### config.mk
export PLATFORM = sky130hd
export DESIGN_NAME = timer_uart_8n1_transceiver_unit_flat
export DESIGN_NICKNAME = d
export VERILOG_FILES = /design/src/rtl/tuart_pkg.sv /design/src/rtl/tuart_if.sv /design/src/rtl/timer_uart_8n1_transceiver_unit.sv /design/src/flat_wrapper.sv
export SDC_FILE = /design/constraint.sdc
export NUM_CORES = 1
export LEC_CHECK = 0
export ABC_AREA = 1
export BUFFER_PORTS_ARGS = -buffer_cell sky130_fd_sc_hd__clkbuf_2
export CELL_PAD_IN_SITES_DETAIL_PLACEMENT = 1
export CELL_PAD_IN_SITES_GLOBAL_PLACEMENT = 1
export CORE_MARGIN = 2
export CORE_UTILIZATION = 29
export DETAILED_ROUTE_END_ITERATION = 6
export PLACE_DENSITY_LB_ADDON = 0.08
export RECOVER_POWER = 50
export SLEW_MARGIN = 30
export SYNTH_ARGS = -nofsm -noshare
export SYNTH_HDL_FRONTEND = slang
export SYNTH_SLANG_ARGS = --single-unit
export TNS_END_PERCENT = 30
### constraint.sdc
create_clock -name clk -period 6.3 [get_ports clk]
set_input_delay 0.945 -clock clk [delete_from_list [all_inputs] [get_ports clk]]
set_output_delay 0.945 -clock clk [all_outputs]
set_load 0.01 [all_outputs]
### src/rtl/tuart_pkg.sv
// Package: shared types and constants of the tick-driven 8N1 UART transceiver.
package tuart_pkg;

    localparam int BitPeriodW   = 16;
    localparam int HalfPeriodW  = 15;
    localparam int RxCountW     = 17;
    localparam int TxCountW     = 16;
    localparam int BitsLeftW    = 4;
    localparam int FrameW       = 10;
    localparam int CfgIndexW    = 1;
    localparam int CfgDataW     = 16;

    localparam logic [BitPeriodW-1:0]  BitPeriodReset  = 16'd104;
    localparam logic [HalfPeriodW-1:0] HalfPeriodReset = 15'd52;
    localparam logic [BitsLeftW-1:0]   FrameBits       = 4'd10;
    localparam logic [BitsLeftW-1:0]   DataBits        = 4'd8;

    // Item command codes.
    localparam logic CmdTick = 1'b0;
    localparam logic CmdLoad = 1'b1;

    typedef enum logic [CfgIndexW-1:0] {
        CFG_BIT_PERIOD      = 1'b0,
        CFG_HALF_BIT_PERIOD = 1'b1
    } cfg_index_t;

    typedef struct packed {
        logic       cmd;
        logic [7:0] tx_byte;
        logic       rx_line;
    } in_item_t;

    typedef struct packed {
        logic       tx_line;
        logic       tx_busy;
        logic       load_refused;
        logic       rx_valid;
        logic [7:0] rx_byte;
    } out_item_t;

endpackage

### src/rtl/tuart_if.sv
// Interfaces: valid/ready channels for items, results and register writes.
interface tuart_in_if;
    logic                valid;
    logic                ready;
    tuart_pkg::in_item_t data;

    modport source (output valid, output data, input ready);
    modport sink   (input valid, input data, output ready);
endinterface

interface tuart_out_if;
    logic                 valid;
    logic                 ready;
    tuart_pkg::out_item_t data;

    modport source (output valid, output data, input ready);
    modport sink   (input valid, input data, output ready);
endinterface

interface tuart_cfg_if;
    logic                                  valid;
    logic                                  ready;
    logic [tuart_pkg::CfgIndexW-1:0]       index;
    logic [tuart_pkg::CfgDataW-1:0]        wdata;

    modport source (output valid, output index, output wdata, input ready);
    modport sink   (input valid, input index, input wdata, output ready);
endinterface

### src/rtl/timer_uart_8n1_transceiver_unit.sv
// Top level: tick-driven 8N1 UART transmitter and receiver sharing one timer tick.
// Each accepted item's result is registered in the output register.
// Throughput: one item per cycle; the only stall is a full output register whose
// result is not taken, which holds off the next item until it drains.
// Reset: rst_n clears all control state at once, loads bit_period 104 and
// half_bit_period 52, and leaves both lines idle high; no clearing pass is needed.
module timer_uart_8n1_transceiver_unit (
    input logic        clk,
    input logic        rst_n,
    tuart_in_if.sink   cmd_ch,
    tuart_out_if.source result_ch,
    tuart_cfg_if.sink  cfg_ch
);
    import tuart_pkg::*;

    // Configuration registers
    logic [BitPeriodW-1:0]  bit_period_reg;
    logic [HalfPeriodW-1:0] half_bit_period_reg;

    // Transmitter state
    logic [FrameW-1:0]    tx_frame_reg,      tx_frame_next;
    logic [BitsLeftW-1:0] tx_bits_left_reg,  tx_bits_left_next;
    logic [TxCountW-1:0]  tx_tick_count_reg, tx_tick_count_next;
    logic                 tx_active_reg,     tx_active_next;
    logic                 tx_level_reg,      tx_level_next;

    // Receiver state
    logic                 rx_hunting_reg,    rx_hunting_next;
    logic                 rx_prev_level_reg, rx_prev_level_next;
    logic [RxCountW-1:0]  rx_tick_count_reg, rx_tick_count_next;
    logic [BitsLeftW-1:0] rx_bits_left_reg,  rx_bits_left_next;
    logic [7:0]           rx_shift_reg,      rx_shift_next;
    logic [7:0]           rx_last_byte_reg,  rx_last_byte_next;

    // Output register
    logic      out_valid_reg;
    out_item_t out_data_reg, out_data_next;

    logic      in_accept;
    logic      is_tick;
    logic      refused;
    logic      rx_done;
    logic [RxCountW-1:0] tx_count_inc;
    logic [RxCountW-1:0] rx_start_count;
    logic [7:0]          rx_shift_shifted;

    // Take a new item whenever the output register is empty or drains this cycle.
    assign cmd_ch.ready    = !out_valid_reg || result_ch.ready;
    assign in_accept       = cmd_ch.valid && cmd_ch.ready;
    assign is_tick         = (cmd_ch.data.cmd == CmdTick);

    assign result_ch.valid = out_valid_reg;
    assign result_ch.data  = out_data_reg;

    // Register writes are always taken.
    assign cfg_ch.ready = 1'b1;

    assign tx_count_inc     = {1'b0, tx_tick_count_reg} + RxCountW'(1);
    assign rx_start_count   = RxCountW'(bit_period_reg) + RxCountW'(half_bit_period_reg);
    assign rx_shift_shifted = {cmd_ch.data.rx_line, rx_shift_reg[7:1]};

    always_comb
    begin
        tx_frame_next      = tx_frame_reg;
        tx_bits_left_next  = tx_bits_left_reg;
        tx_tick_count_next = tx_tick_count_reg;
        tx_active_next     = tx_active_reg;
        tx_level_next      = tx_level_reg;
        rx_hunting_next    = rx_hunting_reg;
        rx_prev_level_next = rx_prev_level_reg;
        rx_tick_count_next = rx_tick_count_reg;
        rx_bits_left_next  = rx_bits_left_reg;
        rx_shift_next      = rx_shift_reg;
        rx_last_byte_next  = rx_last_byte_reg;
        refused            = 1'b0;
        rx_done            = 1'b0;

        if (!is_tick)
        begin
            // Load: drop it if a frame is still running, else arm a fresh frame
            // of start bit, data LSB first, stop bit.
            if (tx_active_reg)
            begin
                refused = 1'b1;
            end
            else
            begin
                tx_frame_next      = {1'b1, cmd_ch.data.tx_byte, 1'b0};
                tx_bits_left_next  = FrameBits;
                tx_tick_count_next = '0;
                tx_active_next     = 1'b1;
            end
        end
        else
        begin
            // Transmit half: advance one tick, act on a bit boundary.
            if (tx_active_reg)
            begin
                if (tx_count_inc < {1'b0, bit_period_reg})
                begin
                    tx_tick_count_next = tx_count_inc[TxCountW-1:0];
                end
                else
                begin
                    tx_tick_count_next = '0;
                    if (tx_bits_left_reg == '0)
                    begin
                        // Trailing period over: release the transmitter.
                        tx_active_next    = 1'b0;
                        tx_bits_left_next = FrameBits;
                    end
                    else
                    begin
                        tx_level_next     = tx_frame_reg[0];
                        tx_frame_next     = {1'b0, tx_frame_reg[FrameW-1:1]};
                        tx_bits_left_next = tx_bits_left_reg - BitsLeftW'(1);
                    end
                end
            end

            // Receive half: hunt for a falling edge, then sample on countdown.
            if (rx_hunting_reg)
            begin
                if (rx_prev_level_reg && !cmd_ch.data.rx_line)
                begin
                    rx_hunting_next    = 1'b0;
                    rx_tick_count_next = rx_start_count;
                end
            end
            else if (rx_tick_count_reg <= RxCountW'(1))
            begin
                rx_tick_count_next = RxCountW'(bit_period_reg);
                rx_shift_next      = rx_shift_shifted;
                rx_bits_left_next  = rx_bits_left_reg - BitsLeftW'(1);
                if (rx_bits_left_reg == BitsLeftW'(1))
                begin
                    // Eighth sample: publish the byte, skip the stop bit.
                    rx_last_byte_next = rx_shift_shifted;
                    rx_bits_left_next = DataBits;
                    rx_hunting_next   = 1'b1;
                    rx_done           = 1'b1;
                end
            end
            else
            begin
                rx_tick_count_next = rx_tick_count_reg - RxCountW'(1);
            end
            rx_prev_level_next = cmd_ch.data.rx_line;
        end

        out_data_next.tx_line      = tx_level_next;
        out_data_next.tx_busy      = tx_active_next;
        out_data_next.load_refused = refused;
        out_data_next.rx_valid     = rx_done;
        out_data_next.rx_byte      = rx_last_byte_next;
    end

    // Configuration registers
    always_ff @(posedge clk or negedge rst_n)
    begin
        if (!rst_n)
        begin
            bit_period_reg      <= BitPeriodReset;
            half_bit_period_reg <= HalfPeriodReset;
        end
        else if (cfg_ch.valid && cfg_ch.ready)
        begin
            unique case (cfg_index_t'(cfg_ch.index))
                CFG_BIT_PERIOD:      bit_period_reg      <= cfg_ch.wdata;
                CFG_HALF_BIT_PERIOD: half_bit_period_reg <= cfg_ch.wdata[HalfPeriodW-1:0];
                default:             bit_period_reg      <= bit_period_reg;
            endcase
        end
    end

    // Transceiver state: advance only on an accepted item.
    always_ff @(posedge clk or negedge rst_n)
    begin
        if (!rst_n)
        begin
            tx_frame_reg      <= '0;
            tx_bits_left_reg  <= FrameBits;
            tx_tick_count_reg <= '0;
            tx_active_reg     <= 1'b0;
            tx_level_reg      <= 1'b1;
            rx_hunting_reg    <= 1'b1;
            rx_prev_level_reg <= 1'b1;
            rx_tick_count_reg <= '0;
            rx_bits_left_reg  <= DataBits;
            rx_shift_reg      <= '0;
            rx_last_byte_reg  <= '0;
        end
        else if (in_accept)
        begin
            tx_frame_reg      <= tx_frame_next;
            tx_bits_left_reg  <= tx_bits_left_next;
            tx_tick_count_reg <= tx_tick_count_next;
            tx_active_reg     <= tx_active_next;
            tx_level_reg      <= tx_level_next;
            rx_hunting_reg    <= rx_hunting_next;
            rx_prev_level_reg <= rx_prev_level_next;
            rx_tick_count_reg <= rx_tick_count_next;
            rx_bits_left_reg  <= rx_bits_left_next;
            rx_shift_reg      <= rx_shift_next;
            rx_last_byte_reg  <= rx_last_byte_next;
        end
    end

    // Output register: fill on accept, drop when taken.
    always_ff @(posedge clk or negedge rst_n)
    begin
        if (!rst_n)
        begin
            out_valid_reg <= 1'b0;
        end
        else if (in_accept)
        begin
            out_valid_reg <= 1'b1;
        end
        else if (result_ch.ready)
        begin
            out_valid_reg <= 1'b0;
        end
    end

    always_ff @(posedge clk)
    begin
        if (in_accept)
        begin
            out_data_reg <= out_data_next;
        end
    end

    // An accepted item always leaves a result behind.
    assert property (@(posedge clk) disable iff (!rst_n)
        in_accept |=> out_valid_reg)
        else $error("accepted item produced no result");

    // A load that meets a running frame must come back refused.
    assert property (@(posedge clk) disable iff (!rst_n)
        (in_accept && !is_tick && tx_active_reg) |=> out_data_reg.load_refused)
        else $error("load during busy transmitter was not refused");

    // An idle transmitter always sits armed for a full frame.
    assert property (@(posedge clk) disable iff (!rst_n)
        !tx_active_reg |-> (tx_bits_left_reg == FrameBits))
        else $error("idle transmitter holds a partial bit count");

    // The receive bit counter never leaves the range one to eight.
    assert property (@(posedge clk) disable iff (!rst_n)
        (rx_bits_left_reg != '0) && (rx_bits_left_reg <= DataBits))
        else $error("receive bit counter out of range");

endmodule

### src/flat_wrapper.sv
// flat-port wrapper written by rule: the top's interface ports become plain ports
module timer_uart_8n1_transceiver_unit_flat import tuart_pkg::*;
  (clk, rst_n, cmd_ch_valid, cmd_ch_data, cmd_ch_ready, result_ch_valid, result_ch_data, result_ch_ready, cfg_ch_valid, cfg_ch_index, cfg_ch_wdata, cfg_ch_ready);
  tuart_in_if cmd_ch_i ();
  tuart_out_if result_ch_i ();
  tuart_cfg_if cfg_ch_i ();
  input logic clk;
  input logic rst_n;
  input wire logic [$bits(cmd_ch_i.valid)-1:0] cmd_ch_valid;
  input wire logic [$bits(cmd_ch_i.data)-1:0] cmd_ch_data;
  output wire logic [$bits(cmd_ch_i.ready)-1:0] cmd_ch_ready;
  output wire logic [$bits(result_ch_i.valid)-1:0] result_ch_valid;
  output wire logic [$bits(result_ch_i.data)-1:0] result_ch_data;
  input wire logic [$bits(result_ch_i.ready)-1:0] result_ch_ready;
  input wire logic [$bits(cfg_ch_i.valid)-1:0] cfg_ch_valid;
  input wire logic [$bits(cfg_ch_i.index)-1:0] cfg_ch_index;
  input wire logic [$bits(cfg_ch_i.wdata)-1:0] cfg_ch_wdata;
  output wire logic [$bits(cfg_ch_i.ready)-1:0] cfg_ch_ready;
  assign cmd_ch_i.valid = cmd_ch_valid;
  assign cmd_ch_i.data = cmd_ch_data;
  assign cmd_ch_ready = cmd_ch_i.ready;
  assign result_ch_valid = result_ch_i.valid;
  assign result_ch_data = result_ch_i.data;
  assign result_ch_i.ready = result_ch_ready;
  assign cfg_ch_i.valid = cfg_ch_valid;
  assign cfg_ch_i.index = cfg_ch_index;
  assign cfg_ch_i.wdata = cfg_ch_wdata;
  assign cfg_ch_ready = cfg_ch_i.ready;
  timer_uart_8n1_transceiver_unit u_core (.clk(clk), .rst_n(rst_n), .cmd_ch(cmd_ch_i), .result_ch(result_ch_i), .cfg_ch(cfg_ch_i));
endmodule
=== Yosys cells after proc, flatten, opt, wreduce, memory -nomap -nowiden ===
Cells that the tools add are included.

* Output and inout port bits: 15
* Register bits after elaboration: 115
* Word-level logic and storage cells: 88
* Input bits: 32

* Reduce and logical (&&, ||, !) cells: 17
* Magnitude comparators: 2
* Mux-type cells: 37
* Bitwise logic cells: 3
* Eq/ne operators: 5
* Add/subtract/negate cells: 5

{| class="wikitable"
|+ Operators by type and width
! operator !! count
|-
| 2-to-1 mux 16 bit || 4
|-
| 2-to-1 mux 17 bit || 3
|-
| 2-to-1 mux 10 bit || 5
|-
| 2-to-1 mux 8 bit || 4
|-
| 2-to-1 mux 4 bit || 6
|-
| adder 16 x 1 -> 17 bit, second input constant || 1
|-
| adder 16 x 15 -> 17 bit || 1
|-
| less-or-equal comparator 17 x 1 -> 1 bit, second input constant || 1
|-
| < comparator 17 x 16 -> 1 bit || 1
|-
| subtractor 17 x 1 -> 17 bit, second input constant || 1
|-
| 2-to-1 mux 1 bit || 15
|-
| inequality test 2 bit, second input constant || 4
|-
| AND reduction 4 bit || 2
|-
| subtractor 4 x 1 -> 4 bit, second input constant || 2
|-
| AND reduction 2 bit || 3
|-
| AND reduction 3 bit || 2
|-
| AND reduction 5 bit || 1
|-
| equality test 4 x 1 -> 1 bit, second input constant || 1
|-
| logical NOT 4 bit || 1
|-
| nonzero test 2 bit || 2
|-
| inverter 1 bit || 3
|-
| logical AND 1 bit || 2
|-
| logical NOT 1 bit || 2
|-
| OR reduction 2 bit || 1
|-
| logical OR 1 bit || 1
|}

=== Depth between registers and ports, before layout ===
* Depth after elaboration: 5
* Mapped depth: 21
* Mapped depth without buffers: 21

=== Worst setup path before layout ===
Ideal clock, no wire load.

* Path type: flip-flop to flip-flop
* Start: register u_core.tx_tick_count_reg[4]
* End: register u_core.tx_frame_reg[1]
* Path buffers: 1
* Data arrival time: 2.613 ns
* Slack: 3.560 ns
* Clock period less this slack: 2.740 ns
* Setup time: 0.127 ns
* Stages on the path, launching flop included: 17
* Data required time: 6.173 ns
* Cell sequence: dfrtp_1 inv_1 nor3_1 nand2_1 nor2_1 nand2_1 nor2_1 xor2_1 ha_1 and3_1 nand2_1 nand2_1 nor2_1 nand3_1 nand3_2 clkbuf_2 o21ai_0

* Word-level cells in the longest chain between the ends: 4

{| class="wikitable"
|+ Ends and longest elaborated chain
! element !! line !! source
|-
| start, declared || timer_uart_8n1_transceiver_unit.sv:23 || <nowiki>logic [TxCountW-1:0] tx_tick_count_reg, tx_tick_count_next;</nowiki>
|-
| start signal, assigned || timer_uart_8n1_transceiver_unit.sv:197 || <nowiki>tx_tick_count_reg <= tx_tick_count_next;</nowiki>
|-
| adder 16 x 1 -> 17 bit || timer_uart_8n1_transceiver_unit.sv:58 || <nowiki>assign tx_count_inc = {1'b0, tx_tick_count_reg} + RxCountW'(1);</nowiki>
|-
| < comparator 17 x 16 -> 1 bit || timer_uart_8n1_transceiver_unit.sv:99 || <nowiki>if (tx_count_inc < {1'b0, bit_period_reg})</nowiki>
|-
| inequality test 2 bit (no source line) || n/a ||
|-
| AND reduction 5 bit (no source line) || n/a ||
|-
| end signal, assigned || timer_uart_8n1_transceiver_unit.sv:195 || <nowiki>tx_frame_reg <= tx_frame_next;</nowiki>
|-
| end, declared || timer_uart_8n1_transceiver_unit.sv:21 || <nowiki>logic [FrameW-1:0] tx_frame_reg, tx_frame_next;</nowiki>
|}

No other way between the ends.
A chain may end at the register's enable or synchronous reset.

==> results list <==
* Wirelength, routed: 20100 um
* Remaining max-slew budget at the tightest pin: -92.6%
- Clock-pin slew was measured on the worst setup and hold paths at 60 ps.
- Library cell contributing the largest single delay on the critical path: clkbuf_1
* CTS resizes: 0
- Largest net degree at the start of global routing: 54
- The endpoint identified for the worst register-to-register timing path is u_core.tx_tick_count_reg[13].
- Worst vdd rail ir drop: 101 uV
- Combinational Power Share: 26.1%
- The critical path is of the in -> async type.
- Fin Clk Skew: 11.0 ps
* Share of the yosys chip area belonging to registers: 41.9%
* Vias in the first global route: 6221
- Max-cap violations in this run came to 1.
- The number of slew-limit violations in the final report was 51.
- Global-route wire length before repair: 33700 um
- Number of vias in the routed layout: 6065
- Total setup violations reported at the end of the flow: 0
- Total number of yosys warnings: 0
- CTS saw 114 sinks.
- After synthesis the netlist holds a flip-flop and latch count of 114.
- Actual transition at the worst max-transition pin: 2890 ps
- Nature of the critical path endpoint: async pin
- Post-cts hold buffer count: 0
- Clock tree from TritonCTS: yes
* GRT Resource Usage Total: 16.7%
- Worst hold endpoint: u_core.tx_level_reg
- Dividing the final minimum period by the clock period gives 64.0%.
- The register with the most flip-flops in the layout has 17 of them.
- Multi-input logic area: 3500 um2
- Internal power comes to 0.00175 W.
- The mapped netlist covers 6980 um2.
- The critical path contains buffers and inverters numbering 2 combined.
- Measured along the y axis, the die boundary spans 159 um.
* Cell taking the most area after synthesis: dfrtp_1
* Critical path peak fanout: 53
* Inserted Diodes: 0
- Flop-to-flop setup slack: 2790 ps
- RSZ-0062 raised after global routing: no
- The flow ran to the end, but the final reports show violations.
- The worst path needs 4030 ps of the cycle, external delays included.
- Clock Root Buffer: clkbuf_16
- Leading cell type by number of instances after synthesis: nand2_1
* Initial antenna violation count: 0
- For this run, the detailed router's first-pass iteration total came to 4.
- Arrival time reported for the critical path endpoint: 4320 ps
- Setup TNS after final layout: 0 ps
- Per report_power, the sequential group accounts for 37.3% of the total.
- Switching power share of the total: 35.0%
- The largest single stage delay on the critical path is 2000 ps.
- Synth Area per Inst: 7.43 um2
- Hold-critical path depth: 2
- In this run, the clock network consumes 36.6% of the power.
- Commonest cells in the synthesized netlist: 308 x nand2_1, 117 x inv_1, 90 x dfrtp_1, 87 x o21ai_0, 71 x nor2_1
- The path class of the tightest hold or removal check is reg -> reg.
- Leakage power figure: 4.12 nW
- The cell count after synthesis came out at 940.
* Final nets: 1054
* Total count of hold-check failures in the final report: 0
* Synth unique cells: 47
- After detailed routing, the number of remaining DRC violations is 0.
- Port buffering added 45 buffers.
* Share of flip-flops with an asynchronous set or reset: 89.5%
* R2R Path Start: u_core.tx_tick_count_reg[0]
- Proportion of layout cells with a drive suffix above 1: 9.24%
* Cell Chain, Critical Path: clkbuf_1, clkbuf_2
- Max Clock Freq: 248 MHz
- Global route overflow: 0
- Measured along the x axis, the die boundary spans 159 um.
- Inst Count DP: 1283
- DRT iter0 DRCs: 175
* Total half-perimeter wirelength after legalization and detailed placement: 15200 um
- Kind of launch point of the worst setup path: input pin
- By area the synthesized netlist is led by dfrtp_1 32%, nand2_1 17%, ha_1 6.8%, inv_1 6.3%, o21ai_0 6.2%.
- In this run the number of H-tree levels came out at 4.
- Once the floorplan was initialized, standard cells occupied 29.7% of the core.
- The most used flip-flop cell after synthesis is dfrtp_1.
- Final RePlAce weighted congestion: 0.783
- Registers take 2930 um2.
- Vias/cell: 4.61
* Area of the core: 23500 um2
- Compared with the post-synthesis result, the final layout area differs by 16.0%.
- The startpoint identified for the worst hold timing path is u_core.tx_level_reg.
- After filler insertion, the fill cell instance count of the layout stands at 2949.
- Data required time of the worst path: 6590 ps
- DRT antenna net count: 0
- Mapped Nets: 1011
- Switching pwr: 0.000940 W
- Worst reg2reg path depth: 16
- Dominant delay contributor by cell family on the critical path: buffers and inverters
* Count of flip-flops with a built-in enable after synthesis: 12
* Number of clock buffers inserted by TritonCTS: 17
- Top cell type's share of synthesized area: 32.3%
* Total number of placement rows: 56
- The clock reaches the later pin of the worst-skew pair after 420 ps.
- Buffers added to address setup during post-CTS repair amount to 0.
- Cell area power density: 332 nW/um2
- Worst-case clock buffer depth: 2
- Post-Layout Cell Count: 1315
- Die outline area: 25300 um2
- Failing checks: capacitance limit, slew limit
- I/O pin count: 47
- After detailed routing, the average wire length per cell comes to 15.3 um.
## worst max-delay path by stage
stage / from / end / cells past startpoint
after floorplan: u_core.tx_tick_count_reg[4] / u_core.tx_frame_reg[1] / 16
after global placement: result_ch_ready / u_core.rx_tick_count_reg[5] / 13
after detailed placement: result_ch_ready / u_core.rx_tick_count_reg[5] / 13
after CTS: u_core.tx_tick_count_reg[0] / u_core.tx_tick_count_reg[1] / 16
after global routing: rst_n / u_core.half_bit_period_reg[8] / 2
final: rst_n / u_core.tx_tick_count_reg[2] / 2
## placed cells by master, fill, tap and decap left out, types with 9 or more instances in the layout
master	Yosys	routed
clkbuf_1	16	17
edfxtp_1	12	12
xor2_1	18	18
dfrtp_1	90	90
nor2_1	71	71
nand4_1	9	9
clkbuf_16	0	18
inv_1	117	117
clkbuf_2	1	30
o21ai_0	87	87
ha_1	38	38
nand3_1	61	61
nand2_1	308	308
a21oi_1	26	26
dfstp_2	12	12
## final cells by class
cell class | instances | area share (%)
flip-flops and latches | 114 | 36.2
well taps | 319 | 4.93
clock buffers | 20 | 5.78
clock inverters | 12 | 1.62
multi-input cells | 684 | 43.3
repair buffers | 48 | 2.78
inverters | 118 | 5.47
## layer usage
metal / global-route usage [%] / wire length (um) / vias up
met3: 2.47 / 394 / 16
met2: 26.3 / 8920 / 51
met5: 0 / 0 / -
met1: 23.9 / 10600 / 2903
li1: - / - / 3095
met4: 4.46 / 197 / 0
## metrics by stage
step / hold slack [ps] / setup slack, ps / utilization (%) / power, W / area, um2
final: 470 / 2270 / 34.4 / 0.00269 / 8100
after global routing: 504 / 1480 / 34.4 / 0.00290 / 8100
after CTS: 475 / 2740 / 34.5 / 0.00274 / 8130
after detailed placement: 466 / 2610 / 32.0 / 0.00173 / 7530
after global placement: 461 / 2660 / 32.0 / 0.00172 / 7520
after floorplan: 448 / 3560 / - / 0.00150 / 6980
## worst reg2reg max path: stages, from the launching register on
cell and delay, ps:
dfrtp_1 420, ha_1 220, nand2_1 80, nor2_1 270, nand3_1 210, nor3_1 250, xor2_1 240, ha_1 280
a21oi_1 150, nor2_1 60, nor2_1 90, nand2_1 60, nor2_1 270, nand4_2 350, inv_1 320, nand2_1 90
o21ai_0 70
## cells by family (layout without fill, tap and decap cells)
kind of cell / after synthesis / count (layout) / share of synthesized area (%)
flip-flops: 114 / 114 / 41.9
buffers and inverters: 142 / 198 / 7.87
XOR/XNOR: 23 / 23 / 2.89
AO/OA/AOI/OAI: 135 / 135 / 10.4
AND/OR/NAND/NOR: 478 / 478 / 28.6
other: 1 / 1 / 0.0537
adder cells (fa/ha/maj): 39 / 39 / 7.10
multiplexers: 8 / 8 / 1.15
## power by group through the flow
stage	Sequential, W	Clock (W)	Combinational, W
after global placement	0.00101	0	0.000707
after CTS	0.00100	0.00102	0.000718
after global routing	0.00102	0.00105	0.000823
after floorplan	0.000975	0	0.000524
after detailed placement	0.00102	0	0.000711
final	0.00100	0.000984	0.000701
Note: power is estimated with default switching activity, not from simulation.
